**config.mk**
```make
export PLATFORM = sky130hd
export DESIGN_NAME = pcp_div
export DESIGN_NICKNAME = d
export VERILOG_FILES = /design/src/rtl/pcp_div.sv
export SDC_FILE = /design/constraint.sdc
export NUM_CORES = 1
export LEC_CHECK = 0
export BUFFER_PORTS_ARGS = -buffer_cell sky130_fd_sc_hd__buf_2
export CAP_MARGIN = 40
export CORE_MARGIN = 2
export CORE_UTILIZATION = 50
export CTS_CLUSTER_SIZE = 25
export DETAILED_ROUTE_END_ITERATION = 12
export PLACE_DENSITY = 0.66
export SLEW_MARGIN = 20
export SYNTH_ARGS = -nofsm -noshare
export SYNTH_HDL_FRONTEND = slang
export SYNTH_SLANG_ARGS = --single-unit
```
**constraint.sdc**
```tcl
create_clock -name clock -period 4 [get_ports clock]
set_clock_uncertainty 0.05 [all_clocks]
set_input_delay 0.2 -clock clock [delete_from_list [all_inputs] [get_ports clock]]
set_output_delay 0.2 -clock clock [all_outputs]
set_load 0.02 [all_outputs]
```
**src/rtl/pcp_div.sv**
```systemverilog
// ----------------------------------------------------------------------------
// pcp_div: pipelined restoring divider
// one quotient bit per stage over several lanes sharing a valid and a tag;
// the numerator must be below den << QW
// ----------------------------------------------------------------------------
module pcp_div #(
   parameter int LANES = 1,
   parameter int NW    = 33,
   parameter int DW    = 17,
   parameter int QW    = 17,
   parameter int TW    = 1
) (
   input  logic                        clock,
   input  logic                        reset,
   input  logic                        en,
   input  logic                        in_valid,
   input  logic [LANES-1:0][NW-1:0]    in_num,
   input  logic [LANES-1:0][DW-1:0]    in_den,
   input  logic [TW-1:0]               in_tag,
   output logic                        out_valid,
   output logic [LANES-1:0][QW-1:0]    out_quo,
   output logic [TW-1:0]               out_tag
);

   typedef struct packed {
      logic [DW-1:0] rem;
      logic [QW-1:0] quo;
   } step_type;

   logic                          valid_ff [QW];
   logic [TW-1:0]                 tag_ff   [QW];
   logic [LANES-1:0][DW-1:0]      den_ff   [QW];
   logic [LANES-1:0][QW-1:0]      num_ff   [QW];
   step_type [LANES-1:0]          step_ff  [QW];
   step_type [LANES-1:0]          step_in  [QW];

   function automatic step_type div_step(input logic [DW-1:0] rem,
                                         input logic          bit_in,
                                         input logic [DW-1:0] den,
                                         input logic [QW-1:0] quo);
      logic [DW:0] shifted;
      logic        fits;
      step_type    res;
      shifted = {rem, bit_in};
      fits    = shifted >= {1'b0, den};
      res.rem = fits ? DW'(shifted - {1'b0, den}) : shifted[DW-1:0];
      res.quo = QW'({quo, fits});
      return res;
   endfunction

   always_comb begin
      for (int l = 0; l < LANES; l++) begin
         step_in[0][l] = div_step(DW'(in_num[l] >> QW), in_num[l][QW-1], in_den[l], '0);
         for (int j = 1; j < QW; j++) begin
            step_in[j][l] = div_step(step_ff[j-1][l].rem, num_ff[j-1][l][QW-1-j],
                                     den_ff[j-1][l], step_ff[j-1][l].quo);
         end
      end
   end

   always_ff @(posedge clock) begin
      if (reset) begin
         for (int j = 0; j < QW; j++) valid_ff[j] <= 1'b0;
      end else if (en) begin
         valid_ff[0] <= in_valid;
         for (int j = 1; j < QW; j++) valid_ff[j] <= valid_ff[j-1];
      end
   end

   always_ff @(posedge clock) begin
      if (en) begin
         tag_ff[0] <= in_tag;
         den_ff[0] <= in_den;
         for (int l = 0; l < LANES; l++) num_ff[0][l] <= in_num[l][QW-1:0];
         for (int j = 1; j < QW; j++) begin
            tag_ff[j] <= tag_ff[j-1];
            den_ff[j] <= den_ff[j-1];
            num_ff[j] <= num_ff[j-1];
         end
         for (int j = 0; j < QW; j++) step_ff[j] <= step_in[j];
      end
   end

   assign out_valid = valid_ff[QW-1];
   assign out_tag   = tag_ff[QW-1];
   always_comb begin
      for (int l = 0; l < LANES; l++) out_quo[l] = step_ff[QW-1][l].quo;
   end

endmodule

```
==> impl_metrics.py <==
metrics = {
    "outcome": {
        "status": "complete, no violations",
    },
    "drt": {
        "firstDrtPassIters": 5,
        "vias": 26609,
        "drt_iter0_markers": 1730,
        "routed_wl_um": 82700,
        "drt-vias-per-instance": 5.40,
        "drcViolationCount": 0,
        "antenna_left": 0,
        "wl_per_cell_um": 16.8,
    },
    "synth": {
        "yosysWarnings": 0,
        "yosysMostFrequentCell": "edfxtp_1",
        "avgSynthCellArea_um2": 12.4,
        "ys_types": 86,
        "synth.largest_area_cell": "edfxtp_1",
        "async_flop_share_pct": 0,
        "synth_nets": 3861,
        "synthFlopType": "edfxtp_1",
        "syn_inst": 3501,
        "syn_area_um2": 43500,
        "synth_top_area_share_pct": 59.9,
        "ys_seq_elements": 867,
        "ys_seq_area_share_pct": 59.9,
        "synth.area.top_cells": "edfxtp_1 (60%), ha_1 (8.3%), o21ai_0 (3.3%)",
        "synth_edf_count": 867,
        "synth_commonest_cells": "edfxtp_1 (867), inv_1 (374), o21ai_0 (290)",
    },
    "timing": {
        "finalCritPeriodShare_pct": 87.2,
        "rsz0062_at_grt": "false",
        "setup_ws_ns": 0.513,
        "relSlewSlack_pct": 51.3,
        "fmax_ghz": 0.287,
        "drv_slew": 0,
        "post-route-min-period_ns": 3.49,
        "finalSetupTns_ns": 0,
        "setup_viol": 0,
        "finalHoldViolations": 0,
        "tightest_slew_ns": 0.731,
    },
    "run": {
        "max_cap_viol_count": 0,
    },
    "setup_path": {
        "required_ns": 4.35,
        "end_kind": "flop",
        "start_kind": "flop",
        "critPathKind": "reg2reg",
        "crit_slowest_cell": "o31ai_1",
        "crit_top_cell": "inv_1",
        "crit_chain": "ha_1 -> inv_1 -> fa_1 -> a21oi_1 -> nor2_1 -> o31ai_1 -> a31oi_1 -> o32ai_2 -> inv_1 -> mux2_2",
        "crit_fanout": 8,
        "path_delay_family": "compound AO/OA/AOI/OAI gates",
        "cpPeakStageDelay_ns": 0.54,
        "worstPathArrival_ns": 3.84,
        "worst-path-buf-inv": 2,
    },
    "global_routing": {
        "grt_max_degree": 121,
        "overflow": 0,
        "use_met2_pct": 30.2,
        "top_usage_layer": "met2",
        "grt_pass1_vias": 25893,
        "met3_usage_pct": 2.67,
        "grt_usage_pct": 18.5,
        "met1_usage_pct": 25.3,
        "grt_pass1_wl_um": 134000,
        "antenna_found_initial": 0,
    },
    "pwr": {
        "p_switching_uw": 12500,
        "peakVddDrop_uv": 356,
        "p_leak_uw": 0.0194,
        "power_frac_comb_pct": 38.1,
        "cellInternalPower_uw": 24300,
        "clkPwrFrac_pct": 23.9,
        "power.total_uw": 36800,
        "p_sw_share_pct": 34.0,
        "seqPwrFrac_pct": 38.0,
        "power.density_nw_per_um2": 749,
    },
    "finish": {
        "fill_cells": 7094,
        "fin_cells": 4932,
        "drive_above_1_share_pct": 10.0,
        "nets": 4062,
        "utilization_pct": 56.8,
        "antenna_cells": 0,
        "area_delta_synth_final_pct": 12.9,
    },
    "floorplan": {
        "die_h_um": 299,
        "start_util_pct": 50.3,
        "placementRows": 108,
        "dieArea_um2": 89400,
        "core_area_um2": 86500,
        "die_w_um": 299,
        "io_pins": 74,
    },
    "placement": {
        "place_congestion": 0.867,
        "io_buffers": 73,
        "hpwl_um": 58500,
        "dp.cells": 4707,
        "post-place-ws_ns": 0.571,
    },
    "clock_network": {
        "cts_made_buffers": 95,
        "clkSinkCount": 867,
        "clock_path_buffers": 3,
        "insertion_delay_ns": 0.65,
        "h-tree-depth": 3,
        "clk_pin_slew_ns": 0.06,
        "cts_root_buf": "clkbuf_16",
        "cts_tree": "yes",
    },
    "min_path": {
        "hp-class": "in2reg",
    },
}
registers in the layout, indices dropped and copies added, names as in the netlist:
signal and count:
tag_ff 17, step_ff 425, num_ff 136, valid_ff 17, den_ff 272
per-stage QoR:
step	hold WS (ns)	area, µm²
final	0.0619	49100
after global routing	0.0557	49100
after CTS	0.0267	49100
after detailed placement	0.328	45400
after global placement	0.327	45400
after floorplan	0.249	43500
cells by family (layout without fill, tap and decap cells):
kind of cell / count (synthesis) / after routing / synth area share (%)
compound gates: 889 / 889 / 12.8
xor+xnor: 201 / 201 / 4.05
fa+ha+maj: 305 / 305 / 9.05
buf+inv: 433 / 709 / 3.89
flops: 867 / 867 / 59.9
mux: 97 / 97 / 2.54
simple gates: 709 / 709 / 7.80
final timing paths:
| path | from | endpoint | slack [ns] | cells past startpoint |
|---|---|---|---|---|
| hold reg to reg | step_ff[1][40]$_DFFE_PP_ | step_ff[1][75]$_DFFE_PP_ | 0.36 | 0 |
| setup / recovery | den_ff[0][153]$_DFFE_PP_ | step_ff[1][101]$_DFFE_PP_ | 0.51 | 10 |
| setup reg to reg | den_ff[0][153]$_DFFE_PP_ | step_ff[1][101]$_DFFE_PP_ | 0.51 | 10 |
| hold / removal | in_num[19] | step_ff[0][20]$_DFFE_PP_ | 0.06 | 3 |
final cells by class:
class	count	area, µm²	share of cell area [%]
clock buffer	108	2450	4.98
inverter	375	1410	2.87
sequential	867	26000	53.0
multi-input combinational	2201	15800	32.2
clock inverter	64	711	1.45
tap	1155	1450	2.94
timing repair buffer	162	1250	2.55
worst min-delay path, stage by stage:
cell,delay (ns)
buf_2,0.12
o211a_1,0.21
a31o_2,0.12
power groups by stage:
stage	Combinational (µW)	Clock, µW	Sequential, µW
2_1_floorplan	10900	0	13600
3_3_place_gp	13600	0	14200
3_5_place_dp	13800	0	14200
4_1_cts	13900	9060	14000
5_1_grt	15700	9420	14200
6_report	14000	8790	14000
what timing repair did:
item | CTS | global route
resized for setup | 0 | 0
hold endpoints to repair | 73 | 0
hold buffers | 52 | 0
setup buffers | 0 | 0
cell usage in the layout (no fill, tap or decap), types with 10 or more instances in the layout:
cell type	netlist	routed
mux2_2	73	73
or2_2	10	10
nand4_1	41	41
nor2_1	154	154
o21a_1	41	41
fa_1	16	16
nor3_1	49	49
inv_1	374	374
bufinv_16	0	13
edfxtp_1	867	867
dlygate4sd3_1	0	52
nand2b_1	34	34
a211oi_1	38	38
mux2i_1	14	14
o31ai_1	31	31
xor2_1	86	86
nor2b_1	31	31
buf_4	4	29
nand2_1	249	249
nor4_1	12	12
ha_1	289	289
and2_1	32	32
or3_1	10	10
buf_2	17	72
clkbuf_1	34	12
a31oi_1	15	14
clkinv_1	0	20
a211o_1	14	14
xnor2_1	115	115
o21bai_1	31	31
a21oi_1	243	243
clkbuf_16	0	96
nand3_1	43	43
a21o_1	72	72
o21ai_0	290	290
clkinv_2	0	14
layer usage:
layer,part of all wire (%),wire [µm],vias to the layer above
met1,47,38600,12591
met2,46,38300,519
li1,-,-,13350
met5,0,0,-
met4,2.8,2330,0
met3,4.1,3400,149
(Power assumes the default switching activity.)
